## src/sv/shgd_pkg.sv

```systemverilog
package shgd_pkg;

  localparam int HEAT_W   = 15;
  localparam int PIX_W    = 16;
  localparam int ADD_W    = 16;
  localparam int DECAY_W  = 23;
  localparam int FRAC_W   = 8;
  localparam int CS_W     = 7;
  localparam int DIM_W    = 9;
  localparam int LIM_W    = 13;
  localparam int CFG_IDX_W = 2;

  // quotient bits retired per divider cycle
  localparam int DIV_BITS = 4;

  localparam logic [HEAT_W-1:0] HEAT_CAP       = 15'd32700;
  localparam logic [CS_W-1:0]   CELL_SIZE_RST  = 7'd4;
  localparam logic [DIM_W-1:0]  COLUMNS_RST    = 9'd192;
  localparam logic [DIM_W-1:0]  ROWS_RST       = 9'd192;

  typedef enum logic [1:0] {
    CMD_ADD   = 2'd0,
    CMD_READ  = 2'd1,
    CMD_DECAY = 2'd2
  } cmd_e;

  typedef enum logic [CFG_IDX_W-1:0] {
    CFG_CELL_SIZE = 2'd0,
    CFG_COLUMNS   = 2'd1,
    CFG_ROWS      = 2'd2
  } cfg_e;

endpackage

```

## src/sv/shgd_div.sv

```systemverilog
module shgd_div import shgd_pkg::*; (
  input  logic             clk_i,
  input  logic             rst_ni,
  input  logic             start_i,
  input  logic [PIX_W-1:0] dividend_i,
  input  logic [CS_W-1:0]  divisor_i,
  output logic             done_o,
  output logic [PIX_W-1:0] quotient_o
);

  localparam int STEPS = PIX_W / DIV_BITS;
  localparam int CNT_W = (STEPS > 1) ? $clog2(STEPS) : 1;

  logic             busy_q, busy_d;
  logic             done_q, done_d;
  logic [CNT_W-1:0] cnt_q, cnt_d;
  logic [CS_W-1:0]  rem_q, rem_d;
  logic [CS_W-1:0]  div_q, div_d;
  logic [PIX_W-1:0] work_q, work_d;

  // restoring division, DIV_BITS quotient bits per cycle
  always_comb begin
    logic [CS_W:0]    t;
    logic [CS_W-1:0]  r;
    logic [PIX_W-1:0] w;
    r      = rem_q;
    w      = work_q;
    busy_d = busy_q;
    done_d = 1'b0;
    cnt_d  = cnt_q;
    div_d  = div_q;
    for (int i = 0; i < DIV_BITS; i++) begin
      t = {r, w[PIX_W-1]};
      w = {w[PIX_W-2:0], 1'b0};
      if (t >= {1'b0, div_q}) begin
        t    = t - {1'b0, div_q};
        w[0] = 1'b1;
      end
      r = t[CS_W-1:0];
    end
    rem_d  = r;
    work_d = w;
    if (start_i) begin
      busy_d = 1'b1;
      cnt_d  = '0;
      div_d  = divisor_i;
      rem_d  = '0;
      work_d = dividend_i;
    end else if (busy_q) begin
      cnt_d = cnt_q + CNT_W'(1);
      if (cnt_q == CNT_W'(STEPS - 1)) begin
        busy_d = 1'b0;
        done_d = 1'b1;
      end
    end else begin
      rem_d  = rem_q;
      work_d = work_q;
    end
  end

  always_ff @(posedge clk_i or negedge rst_ni) begin
    if (!rst_ni) begin
      busy_q <= 1'b0;
      done_q <= 1'b0;
      cnt_q  <= '0;
    end else begin
      busy_q <= busy_d;
      done_q <= done_d;
      cnt_q  <= cnt_d;
    end
  end

  always_ff @(posedge clk_i) begin
    rem_q  <= rem_d;
    div_q  <= div_d;
    work_q <= work_d;
  end

  assign done_o     = done_q;
  assign quotient_o = work_q;

endmodule

```

## config.mk

```make
export PLATFORM = sky130hd
export DESIGN_NAME = shgd_div
export DESIGN_NICKNAME = d
export VERILOG_FILES = /design/src/sv/shgd_pkg.sv /design/src/sv/shgd_div.sv
export SDC_FILE = /design/constraint.sdc
export NUM_CORES = 1
export LEC_CHECK = 0
export BUFFER_PORTS_ARGS = -buffer_cell sky130_fd_sc_hd__buf_4
export CORE_MARGIN = 2
export CORE_UTILIZATION = 52
export CTS_CLUSTER_SIZE = 8
export DETAILED_ROUTE_END_ITERATION = 10
export GPL_TIMING_DRIVEN = 0
export PLACE_DENSITY = 0.83
export SLEW_MARGIN = 20
export SYNTH_ARGS = -nofsm -noshare
export SYNTH_HDL_FRONTEND = slang
export SYNTH_SLANG_ARGS = --single-unit
```

## constraint.sdc

```tcl
create_clock -name clk_i -period 7.4 [get_ports clk_i]
set_input_delay 1.11 -clock clk_i [delete_from_list [all_inputs] [get_ports clk_i]]
set_output_delay 1.11 -clock clk_i [all_outputs]
set_load 0.01 [all_outputs]
```

---- Yosys cells after proc, flatten, opt, wreduce, memory -nomap -nowiden ----
Cells that the tools add are included.
operators by class
  add/subtract/negate cells ............... 5
  multipliers ............................. 0
  div/mod/pow operators ................... 0
  magnitude comparators ................... 4
  equality and inequality tests ........... 1
  shifts and indexed selects .............. 0
  muxes and demuxes ....................... 18
  bitwise logic cells ..................... 0
  reduce and logical (&&, ||, !) cells .... 1
operators with widths
  cell                 number
  $ge 8x7->1           4
  $mux 16              2
  $mux 7               4
  $sub 7x7->7          4
  $mux 1               10
  $mux 2               2
  $add 2x1->2 const B  1
  $eq 2x2->1 const B   1
  $reduce_bool 2->1    1
storage, ports and cells
  register bits after elaboration ......... 34
  bits in latches ......................... 0
  RAM bits ................................ 0
  ROM bits ................................ 0
  output and inout port bits .............. 17
  memories kept ........................... 0

---- Logic depth before layout (Yosys ltp) ----
Gate-level depths: netlist of run 1.
  depth after elaboration ................. 10
  mapped depth ............................ 37

---- Worst setup path after synthesis of run 1 ----
OpenSTA, ideal clock, no wires.
  path kind ............................... register to register
  start ................................... register work_q[15], in the netlist quotient_o[15]
  end ..................................... register rem_q[0]
  arrival ................................. 7.209 ns
  data required time ...................... 7.273 ns
  slack ................................... 0.064 ns
  stages on the path, launching flop included .. 35
  buffers on the path ..................... 2
  cell sequence ........................... edfxtp_1 > inv_1 > ha_1 > inv_1 > fa_1 > nand3_1 > a311o_1 > and2_4 > buf_6 > mux2_2 > ha_1 > nor2b_1 > o31a_1 > o32ai_1 > o211ai_4 > mux2_2 > ha_1 > o21ai_0 > a21oi_1 > o21ai_1 > nand2b_1 > a211o_1 > or2_1 > buf_6 > mux2i_1 > ha_1 > nor2b_1 > o21ai_0 > a21boi_0 > o21ai_0 > nand2_1 > a21oi_1 > o211ai_4 > and4bb_1 > or3_1
on the way
  cells in the longest elaborated chain, start to end .. 8
  elaborated cells on any way between the ends .. 11
  classes of those cells .................. add/sub: 3; order compare: 4; mux: 4
ends and longest elaborated chain
  what                                              line                            text
  start, declared                                   shgd_div.sv:19                  logic [PIX_W-1:0] work_q, work_d;
  start signal, assigned                            shgd_div.sv:76                  work_q <= work_d;
  $sub 7x7->7 / $ge 8x7->1 (equally long branches)  shgd_div.sv:36, shgd_div.sv:35
  $mux 7 (*)                                        shgd_div.sv:35                  if (t >= {1'b0, div_q}) begin
  $sub 7x7->7 / $ge 8x7->1 (equally long branches)  shgd_div.sv:36, shgd_div.sv:35
  $mux 7 (*)                                        shgd_div.sv:35
  $sub 7x7->7 / $ge 8x7->1 (equally long branches)  shgd_div.sv:36, shgd_div.sv:35
  $mux 7 (*)                                        shgd_div.sv:35
  $ge 8x7->1 (*)                                    shgd_div.sv:35
  $mux 7 (*)                                        shgd_div.sv:35
  end signal, assigned                              shgd_div.sv:74                  rem_q <= rem_d;
  end, declared                                     shgd_div.sv:17                  logic [CS_W-1:0] rem_q, rem_d;
Mark *: on every way between the ends. The rest lies on a longest branch, timed or not.
A chain may end at the register's enable or synchronous reset.

---- Final worst setup path of run 1 ----
Same ends and word-level chain as after synthesis.

==> results of run 1 <==
-- through the flow --
| stage | instance area, sq um | util (%) | hold WS [ns] |
|---|---|---|---|
| after floorplan | 2880 | - | 0.473 |
| after global placement | 3280 | 60.3 | 0.497 |
| after detailed placement | 3280 | 60.3 | 0.497 |
| after CTS | 3550 | 65.2 | 0.527 |
| after global routing | 3790 | 69.7 | 0.569 |
| final | 3790 | 69.7 | 0.533 |
-- layout make-up --
class | count | area share [%]
clock inverters | 2 | 0.990
multi-input cells | 220 | 54.1
flip-flops and latches | 34 | 24.5
repair buffers | 64 | 12.7
inverters | 26 | 2.57
well taps | 72 | 2.38
plain buffers | 6 | 0.792
clock buffers | 6 | 1.91
-- layer usage --
| metal | vias to the layer above | track usage, % | wire (microns) |
|---|---|---|---|
| met2 | 122 | 38.7 | 3760 |
| li1 | 1209 | - | - |
| met5 | - | 0 | 0 |
| met1 | 1193 | 29.9 | 3140 |
| met3 | 30 | 6.21 | 559 |
| met4 | 0 | 10.5 | 303 |
-- state kept, by name (all words and copies together), names as in the netlist --
signal and count:
quotient_o 16, div_q 7, rem_q 7, done_o 1, cnt_q 2, busy_q 1
-- worst min-delay path: stages (launching register included) --
cell and delay, ns:
dfxtp_1 0.34, nor2_1 0.09, a211oi_1 0.05
-- how the worst max path moves through the flow --
stage                                         from                    end  slack, ns  cells past startpoint
after floorplan           quotient_o[15]$_DFFE_PP_  rem_q[0]$_SDFFE_PP0P_       0.06                     34
after global placement          div_q[5]$_DFFE_PP_  rem_q[0]$_SDFFE_PP0P_      -0.81                     32
after detailed placement        div_q[5]$_DFFE_PP_  rem_q[0]$_SDFFE_PP0P_      -0.86                     32
after CTS                 quotient_o[15]$_DFFE_PP_  rem_q[0]$_SDFFE_PP0P_       0.03                     34
after global routing            div_q[1]$_DFFE_PP_  rem_q[0]$_SDFFE_PP0P_      -0.17                     30
final                     quotient_o[15]$_DFFE_PP_  rem_q[0]$_SDFFE_PP0P_       0.22                     33
-- repair_timing --
item / CTS / global route
gates cloned: 1 / 1
pin swaps: 9 / 21
gates resized for setup: 14 / 33
setup endpoints to repair: 8 / 8
buffers inserted: 12 / 10
hold buffers: 0 / 0
-- kinds of logic (layout without fill, tap and decap cells) --
kind of cell               count (synthesis)  after routing  synth area share (%)
adders and majority gates                 33             33                  15.4
muxes                                     34             34                  12.8
and+or+nand+nor                           74             75                  13.8
buffers and inverters                     33            104                  4.83
DFF                                       34             34                  32.4
xor gates and xnor gates                  12             12                  3.66
AOI/OAI and AO/OA                         65             66                  17.1
-- cells in the mapped netlist, drive strengths merged, types with 2 or more instances --
cell    number
a211o        2
a211oi       8
a21boi       2
a21o         5
a21oi       10
a221oi       3
a31oi        2
buf          2
clkbuf       5
dfrtp        4
dfxtp        7
edfxtp      23
fa           4
ha          29
inv         26
mux2        23
mux2i       11
nand2       10
nand2b       5
nand3        5
nand4        3
nor2        23
nor2b        7
nor3         4
nor3b        4
o211ai       2
o21a         4
o21ai       13
o311ai       3
o31a         2
or2          2
or3          2
or4b         2
xnor2        9
xor2         3
-- placed cells by master (no fill, tap or decap), types with 4 or more instances in the layout --
| cell | Yosys | final |
|---|---|---|
| a211oi_1 | 7 | 7 |
| a21o_1 | 5 | 5 |
| a21oi_1 | 10 | 6 |
| buf_4 | 0 | 64 |
| clkbuf_1 | 5 | 6 |
| clkbuf_8 | 0 | 5 |
| dfrtp_1 | 4 | 4 |
| dfxtp_1 | 7 | 7 |
| edfxtp_1 | 23 | 23 |
| ha_1 | 29 | 23 |
| ha_4 | 0 | 5 |
| inv_1 | 26 | 24 |
| mux2_2 | 21 | 19 |
| mux2i_1 | 11 | 8 |
| nand2_1 | 10 | 9 |
| nand2b_1 | 5 | 4 |
| nand3_1 | 5 | 4 |
| nor2_1 | 23 | 23 |
| nor2b_1 | 7 | 7 |
| nor3_1 | 4 | 4 |
| nor3b_1 | 4 | 4 |
| o21a_1 | 4 | 4 |
| o21ai_0 | 10 | 4 |
| o21ai_1 | 3 | 6 |
| xnor2_1 | 9 | 9 |
==> metrics.md, run 1 <==
| Metric | Value |
|---|---|
| DRT iter0 DRCs | `135` |
| CTS Sinks | `34` |
| Antenna cells | `0` |
| Syn Nets | `344` |
| Placed Cells incl. Taps | `399` |
| CTS H-Tree Depth | `2` |
| PortBufs | `42` |
| Avg Cell Area, Syn | `10.1 sq um` |
| Vias in the first global route | `2,496` |
| Fmax | `139 MHz` |
| CTS tree | `yes` |
| Area growth from synthesis to layout | `31.9%` |
| Endpoint, Worst Hold | `rem_q[6]$_SDFFE_PP0P_` |
| Number of fill cells | `387` |
| Status | `finished, final reports clean` |
| Drt drc | `0` |
| Wire length per cell | `18.0 microns` |
| Crit-path max cell delay | `0.43 ns` |
| Arrival @ worst endpoint | `7.35 ns` |
| Worst-path clk slew | `0.08 ns` |
| Tmin final | `7.18 ns` |
| Yosys top cell by area | `edfxtp_1` |
| CP startpoint kind | `flip-flop` |
| DP HPWL | `5060 microns` |
| Hold Fails Final Rpt | `0` |
| Worst EP required | `7.57 ns` |
| Fraction of layout cells with a size suffix above 1 | `35.8%` |
| Period utilisation layout | `97.0%` |
| Seq/Total Area, Yosys | `32.4%` |
| Slew Limit Fails | `0` |
| Ranking of synthesized cells by area | `edfxtp_1 (24%), ha_1 (13%), mux2_2 (8.2%)` |
| Top cell by count, worst path | `o21ai_1` |
| Post-synth top area share | `24.0%` |
| Syn Inst Count | `285` |
| YS warnings | `0` |
| GPL Wtd Cong | `0.887` |
| CP endpoint kind | `flip-flop` |
| Register Area | `931 sq um` |
| Vias per inst | `5.94` |
| PnR worst setup slack | `0.223 ns` |
| MaxCap Viol Count | `0` |
| CP max stage cell | `edfxtp_1` |
| Pre-CTS setup slack | `-0.856 ns` |
| Die width | `78.4 microns` |
| Clock Latency Late Sink | `0.29 ns` |
| Inserted Clock Buffers | `5` |
| Die area | `6140 sq um` |
| Worst r2r path cells | `33` |
| FP Rows | `27` |
| First-pass GRT wire length | `11,500 microns` |
| Measured slew at the worst slew-check pin | `0.562 ns` |
| Finished Layout Cells | `430` |
| R2R Setup Slk | `0.22 ns` |
| Grt ovf | `0` |
| Reg2reg end | `rem_q[0]$_SDFFE_PP0P_` |
| CP Buf/Inv Count | `3` |
| DR vias | `2,554` |
| Die Y | `78.4 microns` |
| Synth Register Bits | `34` |
| Async S/R FF share, synth | `11.8%` |
| Antenna violations before repair | `0` |
| Post-synth EDFFs | `23` |
| Root Driver | `clkbuf_8` |
| Family with the most delay on the worst path | `compound AO/OA/AOI/OAI gates` |
| WHS Path Cells | `2` |
| # setup viols final | `0` |
| Initial Utilization | `52.9%` |
| CTS Buffer Depth | `2` |
| Setup TNS | `0 ns` |
| IO Count | `43` |
| Multi-input gate area | `2050 sq um` |
| Ys flop type | `edfxtp_1` |
| Slew margin rel. | `62.0%` |
| Pre-antenna DRT Iters | `5` |
| NumNets Final | `416` |
| Hold_sp | `rem_q[6]$_SDFFE_PP0P_` |
| Netlist cell types | `56` |
| Mapped Area | `2880 sq um` |
| Crit Path Max Fanout | `8` |
| Final WL | `7760 microns` |
| Critical path class | `flip-flop to flip-flop` |
| Detail Route Antenna Nets | `0` |
| Clock skew | `0.00941 ns` |
| Pin count of the biggest net entering global routing | `17` |
| Worst hold-check path type | `flip-flop to flip-flop` |
| Core box area | `5440 sq um` |
| Total Routing Usage GR | `23.8%` |
| Reg2reg start | `quotient_o[15]$_DFFE_PP_` |
Power of run 1 is not shown: default switching activity piles up to over one toggle a cycle in this logic, so the estimate is an artifact.
==> inputs of run 2 (changes only) <==
- CAP_MARGIN: not set -> 10
- CORE_UTILIZATION: 52 -> 54
- CTS_BUF_LIST: not set -> sky130_fd_sc_hd__clkbuf_8
- CTS_CLUSTER_SIZE: 8 -> not set
- PLACE_DENSITY: 0.83 -> 0.85
==> run 2 against run 1 <==
Net effect: global-route usage is 1.8 points higher; worst setup slack worse by 0.17 ns; die area fell by 3.5%; critical path depth grew 2; via count up 6.3%; routed wire length up 10%; non-clock buffer count increased by 8; core utilization grew 6.0 points; hold slack about the same; flip-flop and latch count unchanged; sequential share of layout area is 0.48 points lower; clock skew up 0.00083 ns; critical path type unchanged.
==> metrics.md, run 2 (synthesis gave the netlist of run 1 again) <==
| Metric | Value |
|---|---|
| CTS Buffer Depth | `2 (unchanged)` |
| # setup viols final | `0 (unchanged)` |
| Die width | `77.0 microns (was 78.4 microns)` |
| Pre-CTS setup slack | `-0.960 ns (was -0.856 ns)` |
| Antenna cells | `0 (unchanged)` |
| Pre-antenna DRT Iters | `7 (was 5)` |
| CTS Sinks | `34 (unchanged)` |
| Initial Utilization | `56.3% (was 52.9%)` |
| PnR worst setup slack | `0.0485 ns (was 0.223 ns)` |
| Hold Fails Final Rpt | `0 (unchanged)` |
| Register Area | `931 sq um (unchanged)` |
| GPL Wtd Cong | `0.886 (was 0.887)` |
| Critical path class | `flip-flop to flip-flop (unchanged)` |
| Hold_ws | `0.534 ns (was 0.533 ns)` |
| Total Routing Usage GR | `25.6% (was 23.8%)` |
| Worst EP required | `7.58 ns (was 7.57 ns)` |
| Worst-path clk slew | `0.07 ns (was 0.08 ns)` |
| Measured slew at the worst slew-check pin | `0.563 ns (was 0.562 ns)` |
| CP startpoint kind | `flip-flop (unchanged)` |
| CP endpoint kind | `flip-flop (unchanged)` |
| WHS Path Cells | `2 (unchanged)` |
| Period utilisation layout | `99.3% (was 97.0%)` |
| Status | `finished, final reports clean (unchanged)` |
| Placed Cells incl. Taps | `397 (was 399)` |
| Reg2reg end | `rem_q[0]$_SDFFE_PP0P_ (unchanged)` |
| IO Count | `43 (unchanged)` |
| Pin count of the biggest net entering global routing | `17 (unchanged)` |
| Drt drc | `0 (unchanged)` |
| Die area | `5920 sq um (was 6140 sq um)` |
| DRT iter0 DRCs | `164 (was 135)` |
| MaxCap Viol Count | `0 (unchanged)` |
| NumNets Final | `423 (was 416)` |
| Hold buffer count at cts | `0 (unchanged)` |
| Slew Limit Fails | `0 (unchanged)` |
| Antenna violations before repair | `0 (unchanged)` |
| Multi-input gate area | `2060 sq um (was 2050 sq um)` |
| Vias per inst | `6.24 (was 5.94)` |
| Hold_sp | `rem_q[6]$_SDFFE_PP0P_ (unchanged)` |
| CP max stage cell | `fa_1 (was edfxtp_1)` |
| Clock skew | `0.0102 ns (was 0.00941 ns)` |
| Critical path origin | `quotient_o[15]$_DFFE_PP_ (unchanged)` |
| Endpoint, Worst Hold | `rem_q[6]$_SDFFE_PP0P_ (unchanged)` |
| Area growth from synthesis to layout | `34.6% (was 31.9%)` |
| Fraction of layout cells with a size suffix above 1 | `37.8% (was 35.8%)` |
| Max reg flops | `16 (unchanged)` |
| Finished Layout Cells | `435 (was 430)` |
| Inserted Clock Buffers | `5 (unchanged)` |
| Vias in the first global route | `2,526 (was 2,496)` |
| Root Driver | `clkbuf_8 (unchanged)` |
| Crit-path max cell delay | `0.45 ns (was 0.43 ns)` |
| Core box area | `5110 sq um (was 5440 sq um)` |
| Placed Instance Area | `3280 sq um (about the same)` |
| Arrival @ worst endpoint | `7.53 ns (was 7.35 ns)` |
| Number of fill cells | `338 (was 387)` |
| Commonest non-fill, non-tap cell in the layout | `buf_4 (unchanged)` |
| Grt ovf | `0 (unchanged)` |
| First-pass GRT wire length | `12,100 microns (was 11,500 microns)` |
| Final WL | `8560 microns (was 7760 microns)` |
| FP Rows | `26 (was 27)` |
| PortBufs | `42 (unchanged)` |
| Fmax | `136 MHz (was 139 MHz)` |
| CTS H-Tree Depth | `2 (unchanged)` |
| Most frequent cells in the layout | `buf_4 (69), inv_1 (24), nor2_1 (23), edfxtp_1 (23), mux2_2 (21) (was buf_4 (64), inv_1 (24), nor2_1 (23), ha_1 (23), edfxtp_1 (23))` |
| Wire length per cell | `19.7 microns (was 18.0 microns)` |
| Worst r2r path cells | `35 (was 33)` |
| Detail Route Antenna Nets | `0 (unchanged)` |
| CTS tree | `yes (unchanged)` |
| R2R Setup Slk | `0.05 ns (was 0.22 ns)` |
| Worst hold-check path type | `flip-flop to flip-flop (unchanged)` |
| Reg2reg start | `quotient_o[15]$_DFFE_PP_ (unchanged)` |
| DP HPWL | `5320 microns (was 5060 microns)` |
| Crit Path Max Fanout | `8 (unchanged)` |
| Die Y | `77.0 microns (was 78.4 microns)` |
| DR vias | `2,714 (was 2,554)` |
| Clock Latency Late Sink | `0.29 ns (about the same)` |
| Tmin final | `7.35 ns (was 7.18 ns)` |
| Post-route cell area | `3870 sq um (was 3790 sq um)` |
| Slew margin rel. | `62.0% (about the same)` |
## run 2: final cells by class
type	instances	area share (%)
buffer	7	1.16
timing repair buffer	71	14.6
inverter	26	2.52
tap	70	2.26
multi-input combinational	219	53.3
clock inverter	3	0.323
sequential	34	24.1
clock buffer	5	1.78
## run 2: per-stage QoR
step | TNS, ns | utilization (%)
6_report | 0 | 75.7
2_1_floorplan | 0 | -
4_1_cts | 0 | 69.5
3_5_place_dp | -6.31 | 64.2
5_1_grt | -0.949 | 75.7
3_3_place_gp | -4.64 | 64.2
## run 2: worst max path at each step
stage	end	slack, ns	cells past startpoint
after floorplan	rem_q[0]$_SDFFE_PP0P_	0.06	34
after global placement	rem_q[0]$_SDFFE_PP0P_	-0.75	32
after detailed placement	rem_q[0]$_SDFFE_PP0P_	-0.96	32
after CTS	rem_q[0]$_SDFFE_PP0P_	0.001	34
after global routing	rem_q[0]$_SDFFE_PP0P_	-0.19	35
final	rem_q[0]$_SDFFE_PP0P_	0.05	35
## run 2: critical path: cells and delay by family, from the launching register on
kind,cells,cell delay [ns]
adder cells (fa/ha/maj),5,1.54
multiplexers,2,0.57
AO/OA/AOI/OAI,13,2.43
AND/OR/NAND/NOR,11,1.84
flip-flops,1,0.41
buffers and inverters,4,0.42
## run 2: repair_timing
action	4_1_cts	5_1_grt
endpoints found under the hold margin	0	0
pin swaps	8	17
cloned	1	1
buffers inserted	11	17
resized for setup	17	33
setup endpoints to repair	8	8
## run 2: layer usage
metal | wire [microns] | track usage, % | vias up | part of all wire, %
met5 | 0 | 0 | - | 0
met4 | 374 | 12.5 | 0 | 4.4
met3 | 526 | 4.24 | 40 | 6.1
met2 | 4260 | 44.1 | 139 | 50
met1 | 3400 | 31.0 | 1309 | 40
li1 | - | - | 1226 | -
Power of run 2 is left out for the same reason.
